$ cat config.mk
export PLATFORM = sky130hd
export DESIGN_NAME = bhsmm_row_ram
export DESIGN_NICKNAME = d
export VERILOG_FILES = /design/src/rtl/core/bucketed_hash_set_max_merge_defines.svh /design/src/rtl/core/bhsmm_row_ram.sv
export SDC_FILE = /design/constraint.sdc
export NUM_CORES = 2
export LEC_CHECK = 0
export BUFFER_PORTS_ARGS = -buffer_cell sky130_fd_sc_hd__buf_4
export CORE_ASPECT_RATIO = 0.7
export CORE_MARGIN = 2
export CORE_UTILIZATION = 60
export DETAILED_ROUTE_END_ITERATION = 8
export GPL_TIMING_DRIVEN = 0
export HOLD_SLACK_MARGIN = 0.02
export PLACE_DENSITY = 0.73
export SLEW_MARGIN = 20
export SYNTH_ARGS = -nofsm -noshare
export SYNTH_HDL_FRONTEND = slang
export SYNTH_SLANG_ARGS = --single-unit
export TNS_END_PERCENT = 30
$ cat constraint.sdc
create_clock -name clk -period 2.7 [get_ports clk]
set_clock_uncertainty 0.1 [all_clocks]
set_input_delay 0.135 -clock clk [delete_from_list [all_inputs] [get_ports clk]]
set_output_delay 0.135 -clock clk [all_outputs]
set_load 0.03 [all_outputs]
$ cat src/rtl/core/bucketed_hash_set_max_merge_defines.svh
// Assertion macros for the bucketed hash set RTL.
// Files that check their own logic include this header by bare name.
`ifndef BUCKETED_HASH_SET_MAX_MERGE_DEFINES_SVH
`define BUCKETED_HASH_SET_MAX_MERGE_DEFINES_SVH
`ifndef SYNTHESIS
// Check a property on every clock edge outside reset
`define BHSMM_ASSERT(lbl, prop, msg) \
  lbl: assert property (@(posedge clk) disable iff (!rst_n) prop) else $error(msg);
// Check a property on every clock edge, reset included
`define BHSMM_ASSERT_ALWAYS(lbl, prop, msg) \
  lbl: assert property (@(posedge clk) prop) else $error(msg);
`else
`define BHSMM_ASSERT(lbl, prop, msg)
`define BHSMM_ASSERT_ALWAYS(lbl, prop, msg)
`endif
`endif

$ cat src/rtl/core/bhsmm_row_ram.sv
// Bucket row store: one write port, one read port, registered read data.
// Depends on nothing; sized by its parameters.
`default_nettype none
module bhsmm_row_ram #(
  parameter int DEPTH = 256,
  parameter int WIDTH = 8
) (
  input  wire logic                     clk,
  input  wire logic                     wr_en,
  input  wire logic [$clog2(DEPTH)-1:0] wr_addr,
  input  wire logic [WIDTH-1:0]         wr_data,
  input  wire logic                     rd_en,
  input  wire logic [$clog2(DEPTH)-1:0] rd_addr,
  output logic      [WIDTH-1:0]         rd_data
);

  logic [WIDTH-1:0] mem [DEPTH];

  // Write one row
  always_ff @(posedge clk) begin
    if (wr_en) begin
      mem[wr_addr] <= wr_data;
    end
  end

  // Read one row, hold the data until the next read
  always_ff @(posedge clk) begin
    if (rd_en) begin
      rd_data <= mem[rd_addr];
    end
  end

endmodule
`default_nettype wire

* Word level (Yosys, flattened, before mapping)
Memories as Yosys holds them, arrays and structs flattened. A register that Yosys moved wholly into a read port is not among the register bits. Cells that the tools add are included.
Storage, ports and cells: memories kept 1, register bits 0, output and inout port bits 8, input port bits 27, RAM bits 2048
Memories:
- mem | depth 256, width 8, read ports 1, clocked after memory_dff 1, wr ports 1, RTL line bhsmm_row_ram.sv:17 | logic [WIDTH-1:0] mem [DEPTH];
Cells by class: mux-type cells 2
Operators by type and width (count):
- $mux W1 | 2

* Logic depth before layout (Yosys ltp)
depth in word-level cells 2, depth in mapped cells 11, depth with buffers taken out 6

* Worst setup path before layout
Ideal clock, no wire load.
kind in2reg, start point in rd_addr[0], end point reg rd_data[2], read port of mem, data pin, stages 9, arrival 1.942 ns, slack 0.389 ns, buffers on the path 4, required time 2.331 ns, cell sequence buf_6 buf_12 buf_8 buf_2 mux4_2 a22oi_1 a21oi_1 nor4_1 nor4_2
RTL lines:
- start, declared | RTL line bhsmm_row_ram.sv:13 | input wire logic [$clog2(DEPTH)-1:0] rd_addr,
- end, declared | RTL line bhsmm_row_ram.sv:14 | output logic [WIDTH-1:0] rd_data

==> out/results.txt <==
Status: complete, but fails checks
Failing checks: negative setup slack
Mapped cell area: 79600 sq um
Fraction of layout instances using a drive strength above 1: 24.8%
Yosys synthesis warning count: 0
Vias in the first global route: 40400
Post-synth EDFFs: 2056
Leakage: 27.6 nW
Pwr Total: 64.6 mW
Final WS setup: -0.151 ns
Max VDD drop: 0.000642 V
Total negative slack: -6.76 ns
Final Cycle Share: 106%
Layout Nets: 3998
Die ar.: 136000 sq um
Aggregate routed wire length: 234000 microns
Slew HR: 20.3%
Worst hold start: wr_addr[4]
Number of setup violations in the final report: 126
Hold WC Path Type: in -> reg
CTS tree: done
Clock Latency Late Sink: 0.84 ns
Yosys cell types: 54
Area fraction of the dominant cell type after synthesis: 77.5%
Asr flop ratio synth: 0%
Worst setup SP type: flop
Top Ports: 35
Pins Over Slew Limit: 0
Syn Area/Cell: 21.3 sq um
RSZ-0062 raised after global routing: true
Initial antenna violation count: 8
Routed wire per std cell: 39.8 microns
Final ANT Viol Nets: 0
Syn nets: 3760
Hold Path Depth: 3
Avg Vias per Cell: 7.24
Vias post-DR: 42500
Die H: 309 microns
Clk buf depth: 3
Crit path launch: mem[87][4]
Global-route wire length before repair: 320000 microns
All-layer global routing usage: 35.0%
Initial drt markers: 8182
Die Wd: 439 microns
CP max FO: 1
Syn-to-layout area delta: 12.1%
Final hold slack: 0.157 ns
Row Count: 111
First-pass iteration count of the detailed router: 9
CORE AREA: 131000 sq um
Detail Placement HPWL: 157000 microns
TritonCTS buffer count: 178
Min Clock Period, post-route: 2.85 ns
Worst path required time: 3.14 ns
Top cell type by total area after synthesis: edfxtp_1
H-Tree Depth: 4
Routability Congestion: 1.00
IO Port Bufs: 27
Count of state elements after synthesis: 2056
FMAX: 351 MHz
Post-CTS Setup Bufs: 0
Clock Tree Root: clkbuf_16
Worst Reg2Reg Path Length in Cells: 5
Seq/Total Area, Yosys: 77.5%
Fin util: 68.0%
Total gr overflow: 0
Sink Count: 2056
Synth area leaders: edfxtp_1 (78%), mux4_2 (13%), mux2i_1 (1.7%)
DRC: 0
Initial Utilization: 60.7%
Largest net degree at the start of global routing: 130
Critical Path End Type: flop
Setup Crit Path Kind: reg -> reg
Critical Path AT: 3.29 ns
Max Cap Viol: 0
Clock Pin Slew Worst Setup and Hold Paths: 0.07 ns
Worst Tran Pin Value: 1.18 ns
Synth Instances: 3733
Final Hold Vio Count: 0
Synth Flop Type: edfxtp_1
Pwr/cell area: 723 nW/um^2
Worst r2r src: mem[87][4]
[per-stage QoR]
stage / instances / cell area, sq um / setup slack (ns)
floorplan: 3733 / 79600 / 0.389
global placement: 5511 / 82000 / -2.71
detailed placement: 5536 / 82800 / -2.02
CTS: 5871 / 89100 / -0.0617
global route: 5871 / 89300 / -0.0891
finish: 5873 / 89300 / -0.151
[worst max-delay path: stages, from the launching register on]
cell and delay (ns):
edfxtp_1 0.37, mux4_2 0.51, mux4_2 0.60, nor2b_1 0.20
nor4_4 0.64, nor4_4 0.11
[where the power goes]
| group | switching, mW | total (mW) | internal [mW] |
|---|---|---|---|
| logic | 2.77 | 4.03 | 1.26 |
| clock network | 11.6 | 25.3 | 13.7 |
| registers | 0.0205 | 35.2 | 35.2 |
[flip-flops by register name, summed over array words and instances, names as in the netlist]
register,count
rd_data,8
mem,2048
[layer usage]
metal / routed length, microns / global-route usage (%) / up-vias
met5: 82 / 0 / -
met3: 40800 / 14.3 / 530
met1: 84200 / 50.8 / 22000
li1: - / - / 16200
met2: 98100 / 47.2 / 3799
met4: 10600 / 14.9 / 6
[final timing paths]
| check | to | slack [ns] |
|---|---|---|
| worst max register to register | rd_data[4] | -0.15 |
| worst min register to register | rd_data[0] | 1.33 |
| worst min-delay path | mem[248][5] | 0.16 |
| worst max-delay path | rd_data[4] | -0.15 |
[cells in the final DEF (no fill, tap or decap), types with 11 or more instances in the layout]
cell type / netlist / final
nand2_1: 33 / 33
edfxtp_1: 2056 / 2056
clkinv_2: 0 / 34
nor3_1: 22 / 11
buf_8: 13 / 21
buf_2: 31 / 33
clkbuf_2: 0 / 53
clkbuf_1: 111 / 75
bufinv_16: 0 / 14
o221ai_1: 46 / 42
a21oi_1: 96 / 84
buf_6: 21 / 25
clkbuf_16: 0 / 183
nand3_1: 34 / 34
buf_4: 27 / 55
nor2_1: 282 / 277
a21oi_2: 0 / 12
a22oi_1: 133 / 132
o22ai_1: 28 / 28
mux4_2: 454 / 454
clkbuf_4: 0 / 13
clkinv_1: 1 / 55
nor2b_1: 31 / 28
mux2i_1: 134 / 134
buf_16: 0 / 23
nor4_4: 0 / 15
[kinds of logic after synthesis]
logic type	after synthesis	synth area share, %
flops	2056	77.5
mux	591	14.6
simple gates	466	2.63
compound gates	385	3.42
buf+inv	235	1.83
[synth_stat cells (3+ instances only)]
cell      count
a21oi_1      96
o32ai_1       4
nand2_1      33
buf_8        13
a221oi_1     13
a211oi_1     16
a22oi_1     133
o221ai_1     46
o22a_1        5
nand3_1      34
nand2b_1      8
o22ai_1      28
and2_1        6
o21ai_0      10
a22o_1        8
nor3_1       22
nor2_1      282
buf_4        27
or2_2         4
clkbuf_1    111
o211ai_1     10
nor4_2        3
edfxtp_1   2056
buf_2        31
nor4_1       24
buf_1        22
buf_12        8
nor2b_1      31
nand4_1      10
mux4_2      454
buf_6        21
mux2i_1     134
[area by class of cell]
type / instances / area [sq um]
clock inverters: 115 / 945
well taps: 1751 / 2190
diodes: 4 / 10.0
fillers: 8040 / 41900
clock buffers: 212 / 4690
flip-flops and latches: 2056 / 61700
inverters: 2 / 8.76
multi-input cells: 1442 / 17100
repair buffers: 62 / 1010
plain buffers: 229 / 1610
[repair_timing]
item,CTS,global route
setup endpoints to repair,24,80
gates resized for setup,144,57
hold buffers,10,0
hold endpoints to repair,1385,0
pin swaps,8,6
Power figures use the tool's default switching activity.
