[src/rtl/core/bucketed_hash_set_max_merge_defines.svh]
// Assertion macros for the bucketed hash set RTL.
// Files that check their own logic include this header by bare name.
`ifndef BUCKETED_HASH_SET_MAX_MERGE_DEFINES_SVH
`define BUCKETED_HASH_SET_MAX_MERGE_DEFINES_SVH
`ifndef SYNTHESIS
// Check a property on every clock edge outside reset
`define BHSMM_ASSERT(lbl, prop, msg) \
  lbl: assert property (@(posedge clk) disable iff (!rst_n) prop) else $error(msg);
// Check a property on every clock edge, reset included
`define BHSMM_ASSERT_ALWAYS(lbl, prop, msg) \
  lbl: assert property (@(posedge clk) prop) else $error(msg);
`else
`define BHSMM_ASSERT(lbl, prop, msg)
`define BHSMM_ASSERT_ALWAYS(lbl, prop, msg)
`endif
`endif

[src/rtl/core/bhsmm_pkg.sv]
// Shared types and constants of the bucketed hash set.
// No dependencies; used by bhsmm_hash, the top module and the testbench.
`default_nettype none
package bhsmm_pkg;

  // Default configuration of the table
  localparam int BUCKETS_DEF      = 256;
  localparam int SLOTS_DEF        = 4;
  localparam int MAX_LEVEL_DEF    = 8;
  localparam int FEATURE_BITS_DEF = 8;

  // Fixed field geometry of a key
  localparam int LANES  = 8;
  localparam int LANE_W = 8;
  localparam int KEY_W  = LANES * LANE_W;
  localparam int LVL_W  = 4;
  localparam int VAL_W  = 32;

  // Item commands
  localparam logic CMD_INSERT = 1'b0;
  localparam logic CMD_ERASE  = 1'b1;

  // Result status codes
  typedef enum logic [2:0] {
    ST_INSERTED    = 3'd0,
    ST_DUP_UPDATED = 3'd1,
    ST_DUP_KEPT    = 3'd2,
    ST_BUCKET_FULL = 3'd3,
    ST_ERASED      = 3'd4,
    ST_NOT_FOUND   = 3'd5
  } status_t;

  // One slot of a bucket row
  typedef struct packed {
    logic              valid;
    logic [LVL_W-1:0]  level;
    logic [KEY_W-1:0]  key;
    logic [VAL_W-1:0]  value;
    logic [VAL_W-1:0]  gamma;
    logic              real_gamma;
  } entry_t;

  localparam int ENTRY_W = $bits(entry_t);

endpackage
`default_nettype wire

[src/rtl/core/bhsmm_hash.sv]
// Iterative bucket hash: one lane squared per cycle into an accumulator,
// then the remainder by BUCKETS through a reciprocal multiply. Depends on bhsmm_pkg.
`default_nettype none
module bhsmm_hash #(
  parameter int BUCKETS      = bhsmm_pkg::BUCKETS_DEF,
  parameter int MAX_LEVEL    = bhsmm_pkg::MAX_LEVEL_DEF,
  parameter int FEATURE_BITS = bhsmm_pkg::FEATURE_BITS_DEF
) (
  input  wire logic                             clk,
  input  wire logic                             rst_n,
  input  wire logic                             start,
  input  wire logic [bhsmm_pkg::LVL_W-1:0]      level,
  input  wire logic [bhsmm_pkg::KEY_W-1:0]      key,
  output logic                                  done,
  output logic [$clog2(BUCKETS)-1:0]            bucket
);

  localparam int BKT_W   = $clog2(BUCKETS);
  localparam int SQ_MAX  = ((1 << FEATURE_BITS) - 1) * ((1 << FEATURE_BITS) - 1);
  localparam int SUM_W   = $clog2(MAX_LEVEL * SQ_MAX + 1);
  localparam int LIDX_W  = $clog2(bhsmm_pkg::LANES);

  // Rounded-up reciprocal of the bucket count; with this shift the quotient
  // is exact for every sum that fits in SUM_W bits
  localparam int SHIFT   = SUM_W + BKT_W;
  localparam int RECIP_W = SUM_W + 1;
  localparam int PROD_W  = SUM_W + RECIP_W;
  localparam logic [63:0] RECIP_FULL =
    ((64'd1 << SHIFT) + 64'(BUCKETS) - 64'd1) / 64'(BUCKETS);
  localparam logic [RECIP_W-1:0] RECIP   = RECIP_W'(RECIP_FULL);
  localparam logic [PROD_W-1:0]  DIVISOR = PROD_W'(BUCKETS);

  typedef enum logic [1:0] {
    H_IDLE,
    H_SQUARE,
    H_MUL,
    H_REM
  } hstate_t;

  hstate_t                          state_r;
  logic [bhsmm_pkg::LVL_W-1:0]      lev_r;
  logic [bhsmm_pkg::KEY_W-1:0]      key_r;
  logic [LIDX_W-1:0]                lane_r;
  logic [SUM_W-1:0]                 sum_r;
  logic [PROD_W-1:0]                prod_r;
  logic [BKT_W-1:0]                 rem_r;
  logic                             done_r;

  logic [bhsmm_pkg::KEY_W-1:0]      key_shift;
  logic [FEATURE_BITS-1:0]          lane_val;
  logic [2*FEATURE_BITS-1:0]        square;
  logic                             last_lane;
  logic [PROD_W-1:0]                sum_ext;
  logic [PROD_W-1:0]                quot;
  logic [PROD_W-1:0]                rem_full;

  // Shared squarer on the current lane
  always_comb begin
    key_shift = key_r >> {lane_r, 3'b000};
    lane_val  = key_shift[FEATURE_BITS-1:0];
    square    = lane_val * lane_val;
    last_lane = ({{(bhsmm_pkg::LVL_W-LIDX_W){1'b0}}, lane_r} == lev_r - 4'd1);
  end

  // Quotient from the registered product, remainder by subtracting it back
  always_comb begin
    sum_ext  = {{RECIP_W{1'b0}}, sum_r};
    quot     = prod_r >> SHIFT;
    rem_full = sum_ext - quot * DIVISOR;
  end

  // Sequence the square, multiply and remainder phases
  always_ff @(posedge clk) begin
    if (!rst_n) begin
      state_r <= H_IDLE;
      done_r  <= 1'b0;
    end else begin
      done_r <= 1'b0;
      case (state_r)
        H_IDLE: begin
          if (start) begin
            lev_r   <= level;
            key_r   <= key;
            lane_r  <= '0;
            sum_r   <= '0;
            state_r <= (level == '0) ? H_MUL : H_SQUARE;
          end
        end
        H_SQUARE: begin
          sum_r <= sum_r + SUM_W'(square);
          if (last_lane) begin
            state_r <= H_MUL;
          end else begin
            lane_r <= lane_r + LIDX_W'(1);
          end
        end
        H_MUL: begin
          prod_r  <= sum_ext * {{SUM_W{1'b0}}, RECIP};
          state_r <= H_REM;
        end
        H_REM: begin
          rem_r   <= BKT_W'(rem_full);
          done_r  <= 1'b1;
          state_r <= H_IDLE;
        end
        default: begin
          state_r <= H_IDLE;
        end
      endcase
    end
  end

  assign done   = done_r;
  assign bucket = rem_r;

endmodule
`default_nettype wire

[config.mk]
export PLATFORM = sky130hd
export DESIGN_NAME = bhsmm_hash
export DESIGN_NICKNAME = d
export VERILOG_FILES = /design/src/rtl/core/bucketed_hash_set_max_merge_defines.svh /design/src/rtl/core/bhsmm_pkg.sv /design/src/rtl/core/bhsmm_hash.sv
export SDC_FILE = /design/constraint.sdc
export NUM_CORES = 1
export LEC_CHECK = 0
export BUFFER_PORTS_ARGS = -buffer_cell sky130_fd_sc_hd__buf_2
export CORE_MARGIN = 5
export CORE_UTILIZATION = 45
export CTS_CLUSTER_SIZE = 10
export DETAILED_ROUTE_END_ITERATION = 6
export PLACE_DENSITY = 0.67
export SLEW_MARGIN = 20
export SYNTH_ARGS = -nofsm -noshare
export SYNTH_HDL_FRONTEND = slang
export SYNTH_SLANG_ARGS = --single-unit
[constraint.sdc]
create_clock -name clk -period 6.6 [get_ports clk]
set_input_delay 0.33 -clock clk [delete_from_list [all_inputs] [get_ports clk]]
set_output_delay 0.33 -clock clk [all_outputs]
set_load 0.05 [all_outputs]
## Yosys cells after proc, flatten, opt, wreduce, memory -nomap -nowiden

Index checks and enable logic that the tools add are counted.
W data, S select, Z words.

| word-level totals | value |
|---|---|
| flip-flop bits (word level) | 101 |
| input port bits | 71 |
| output and inout port bits | 9 |
| word-level logic and storage cells | 38 |

| cells by class | value |
|---|---|
| $add $sub $neg | 4 |
| multiply operators | 1 |
| eq/ne operators | 7 |
| shifts and indexed selects | 1 |
| muxes and demuxes | 10 |
| reduce and logical (&&, ||, !) cells | 8 |

Operators by type and width:

| operator | number |
|---|---|
| $shr A64 B6 Y8 | 1 |
| $pmux W19 S2 | 1 |
| $add A19 B16 Y19 | 1 |
| $mux W19 | 1 |
| $mul A8 B8 Y16 | 1 |
| $pmux W2 S4 | 1 |
| $sub A8 B1 Y8 const B | 1 |
| $mux W2 | 3 |
| $mux W3 | 2 |
| $ne A2 B2 Y1 const B | 3 |
| $pmux W3 S2 | 1 |
| $reduce_and A3 Y1 | 2 |
| $eq A2 B2 Y1 const B | 2 |
| $eq A3 B4 Y1 | 1 |
| $logic_not A4 Y1 | 1 |
| $reduce_and A2 Y1 | 2 |
| $reduce_and A4 Y1 | 1 |
| $sub A4 B1 Y4 const B | 1 |
| $add A3 B1 Y3 const B | 1 |
| $eq A2 B1 Y1 const B | 1 |
| $logic_not A2 Y1 | 1 |
| $reduce_bool A2 Y1 | 1 |
| $mux W1 | 1 |

## Longest topological paths before layout

| logic depth | value |
|---|---|
| word-level depth | 4 |
| gate-level depth with buffers | 19 |
| mapped depth without buffers | 17 |

## Worst setup path before layout

OpenSTA, ideal clock, no wires.

| timing | value |
|---|---|
| path type | reg-to-reg |
| start | register lane_r[0] |
| end | register sum_r[7], data pin |
| setup time | 138 ps |
| arrival | 4430 ps |
| required time | 6462 ps |
| slack | 2031 ps |
| cell stages (with the launch flop) | 16 |
| buffers on the path | 2 |
| period minus slack after synthesis | 4569 ps |
| cells stage by stage | edfxtp_1 buf_6 buf_12 mux4_2 mux2i_4 nor2_1 fa_1 inv_1 fa_1 fa_1 fa_1 inv_1 ha_1 a21oi_1 xnor3_1 nor2_1 |

| between the ends | value |
|---|---|
| longest elaborated chain between the ends | 4 |

RTL lines:

| item | line | RTL |
|---|---|---|
| start: declaration | bhsmm_hash.sv:43 | `logic [LIDX_W-1:0] lane_r;` |
| start signal: assignment | bhsmm_hash.sv:94 | `lane_r <= lane_r + LIDX_W'(1);` |
| $shr A64 B6 Y8 | bhsmm_hash.sv:59 | `key_shift = key_r >> {lane_r, 3'b000};` |
| $mul A8 B8 Y16 | bhsmm_hash.sv:61 | `square = lane_val * lane_val;` |
| $add A19 B16 Y19 | bhsmm_hash.sv:90 | `sum_r <= sum_r + SUM_W'(square);` |
| $pmux W19 S2 | bhsmm_hash.sv:79 | `case (state_r)` |
| end signal: assignment | bhsmm_hash.sv:90 |  |
| end: declaration | bhsmm_hash.sv:44 | `logic [SUM_W-1:0] sum_r;` |

Every way passes these cells.
A chain may end at the register's enable or synchronous reset.

## Final worst setup path

Ends and elaborated chain as after synthesis.

==> metrics <==
count of cell types in the netlist 39; largest net degree at the start of global routing 61; cts hold-fix bufs 0; largest delay contributor family on the critical path adder cells; Area Growth Syn to Fin 17.13%; synth top area cells edfxtp_1, fa_1, ha_1; mux cell area share after synthesis between 10 and 15%; post-synthesis adder-cell area fraction between 10% and 20%; remaining global-route overflow 0; fin nets approximately 440; width of the chip approximately 110 µm; worst-margin pin slew approximately 880 ps; Hold WC Path Type input pin to register; Port Buffer Count just over 70; CP Buf/Inv Count 2; hold endpoint key_r[11]; fraction of layout cells with a size suffix above 1 around a third; Leak ~2.0 nW; WHS Path Cells 1; Total Power 2.664 mW; Detailed Route WL 6337 µm; RSZ-0062 raised after global routing false; setup violators final 0; share of the synthesized area in the top cell type approximately 60%; Post-Syn Area 4068 µm²; hold_sp key[11]; most frequent cells in the layout edfxtp_1, buf_2, inv_1; Post-synth EDFFs 79; Max-Cap Viols 0; initial antenna violation count 0; Final Hold Fails 0; WL/cell between 10 and 15 µm; routability cong. 0.7862; first-pass GRT wire length 10880 µm; synthesized instance count ~250; Slew HR around 42%; R2R depth 14; nature of the critical path endpoint register; ys flop type edfxtp_1; via count 2131; synthesized area per cell approximately 17 µm²; Crit path arrival time ~5300 ps; Fin Setup TNS 0 ps; syn_nets ~360; cells along the critical path mux4_2, mux2i_4, nor2_1, fa_1, fa_1, ha_1, inv_1, fa_1, fa_1, inv_1, a21o_1, a21oi_1, xnor3_1, nor2_1; Max stage delay on crit path slightly above 900 ps; CTS Sinks 82; Synth Area in XOR/XNOR 3.783%; Max Root-Sink Buffers 2; vias in the first global route 2304; Pins Over Slew Limit 0; simple-gate share of the synthesized area 4.276%; starting density of the core 46.42%; sequential fraction of the synthesis area 59.80%; status complete, no violations; beginning of the worst register-to-register path lane_r[0]; Layout Skew 12.35 ps; crit-path max FO 16; DRT iter0 DRCs 90; antenna cells 0; Final ANT Viol Nets 0; Critical R2R Capture sum_r[7]; R2R setup slack between 1000 and 1500 ps; DR pass1 iterations 4; io pins 80; Die H between 100 and 150 µm; clock latency on the worst-skew pair around 350 ps; fin crit share between 70% and 80%; peak supply drop about 0.00034 V; pwr dens between 500 and 600 nW/µm²; CTS Buf Count 9; CTS tree built; GRT Total Usage around an eighth; Core Box Area ~8800 µm²; # Post-CTS Setup Buffers 0; Fmax achieved 192.3 MHz; Synth area leader edfxtp_1; Synth Area in Compound Gates under 10%; most used cell, CP fa_1; DRC errors left 0; Synth Warn # 0; half-perimeter wire length after detailed placement ~4800 µm; detail-routed via count per cell between 4 and 5; Fillers between 700 and 800; Tmin final just over 5000 ps; critical path class register to register; Reg clk slew, reported paths 90 ps; Setup crit start kind register; die area about 11000 µm²; number of synthesized register bits between 80 and 90; FP Rows 34; slowest CP cell edfxtp_1; # H-tree levels 3; largest family of logic cells by synthesized area adder cells; root buffer cell clkbuf_8; commonest non-fill, non-tap cell in the layout edfxtp_1; fraction of registers with async set or reset after synthesis 0%; CP required 6700 ps; cts repair resizes 0
-- registers in the layout (all words and copies together), names as in the netlist --
signal,flops
lane_r,3
bucket,8
key_r,56
sum_r,8
state_r,2
done,1
lev_r,4
-- logic make-up (layout without fill, tap and decap cells) --
group                    count (synthesis)  in the layout
AND/OR/NAND/NOR                         35             35
buffers and inverters                   41            126
flip-flops                              82             82
AO/OA/AOI/OAI                           13             13
XOR/XNOR                                16             16
multiplexers                            21             21
adder cells (fa/ha/maj)                 38             38
-- stage by stage --
stage | worst slack [ps] | hold slack [ps] | std cells | cell area [µm²] | util [%]
3_5_place_dp | 1308 | 453.8 | 423 | 4531 | 51.70
3_3_place_gp | 1359 | 447.6 | 423 | 4531 | 51.70
2_1_floorplan | 2031 | 426.4 | 246 | 4068 | -
5_1_grt | 1119 | 129.7 | 439 | 4765 | 54.37
6_report | 1401 | 154.3 | 439 | 4765 | 54.37
4_1_cts | 1299 | 142.9 | 439 | 4765 | 54.37
-- where the power goes --
| part | leakage [nW] | internal, mW | switching [mW] | total (mW) |
|---|---|---|---|---|
| Combinational | 1.08 | 0.752 | 0.730 | 1.48 |
| Clock | 0.115 | 0.253 | 0.175 | 0.428 |
| Sequential | 0.757 | 0.694 | 0.0613 | 0.755 |
| Total | 1.95 | 1.70 | 0.965 | 2.66 |
-- worst reg2reg max path: stages (launching register included) --
cell	delay, ps
edfxtp_1	930
mux4_2	640
mux2i_4	320
nor2_1	150
fa_1	550
fa_1	430
ha_1	280
inv_1	50
fa_1	520
fa_1	460
inv_1	70
a21o_1	110
a21oi_1	60
xnor3_1	350
nor2_1	40
-- metal layers --
metal  vias to the layer above  part of all wire, %  GRT usage [%]
li1                       1043                    -              -
met3                         7                  6.8          4.377
met1                      1018                   42          15.34
met2                        63                   50          20.91
met5                         -                    0              0
met4                         0                 0.92          3.288
-- synthesized netlist by cell type (6+ instances only) --
library cell	count
mux4_1	6
fa_1	15
inv_1	31
ha_1	23
nor2_1	15
mux4_2	8
inv_2	6
edfxtp_1	79
xor2_1	6
xnor2_1	9
and2_1	8
-- layout make-up --
cell class                 instances  area (µm²)  share of cell area (%)
tap                              108       135.1                   2.836
clock buffer                      12       135.1                   2.836
multi-input combinational        123        1454                   30.51
inverter                          37       138.9                   2.915
timing repair buffer              73       370.4                   7.773
sequential                        82        2432                   51.05
clock inverter                     4       98.84                   2.075
-- worst max path at each step --
stage / slack, ps / to / start / cells after the start
6_report: 1400 / sum_r[7] / lane_r[0] / 14
5_1_grt: 1120 / sum_r[7] / lane_r[0] / 14
4_1_cts: 1300 / sum_r[7] / lane_r[0] / 14
3_5_place_dp: 1310 / sum_r[7] / lane_r[0] / 14
3_3_place_gp: 1360 / sum_r[7] / lane_r[0] / 14
2_1_floorplan: 2030 / sum_r[7] / lane_r[0] / 15
Note: power is estimated with default switching activity, not from simulation.
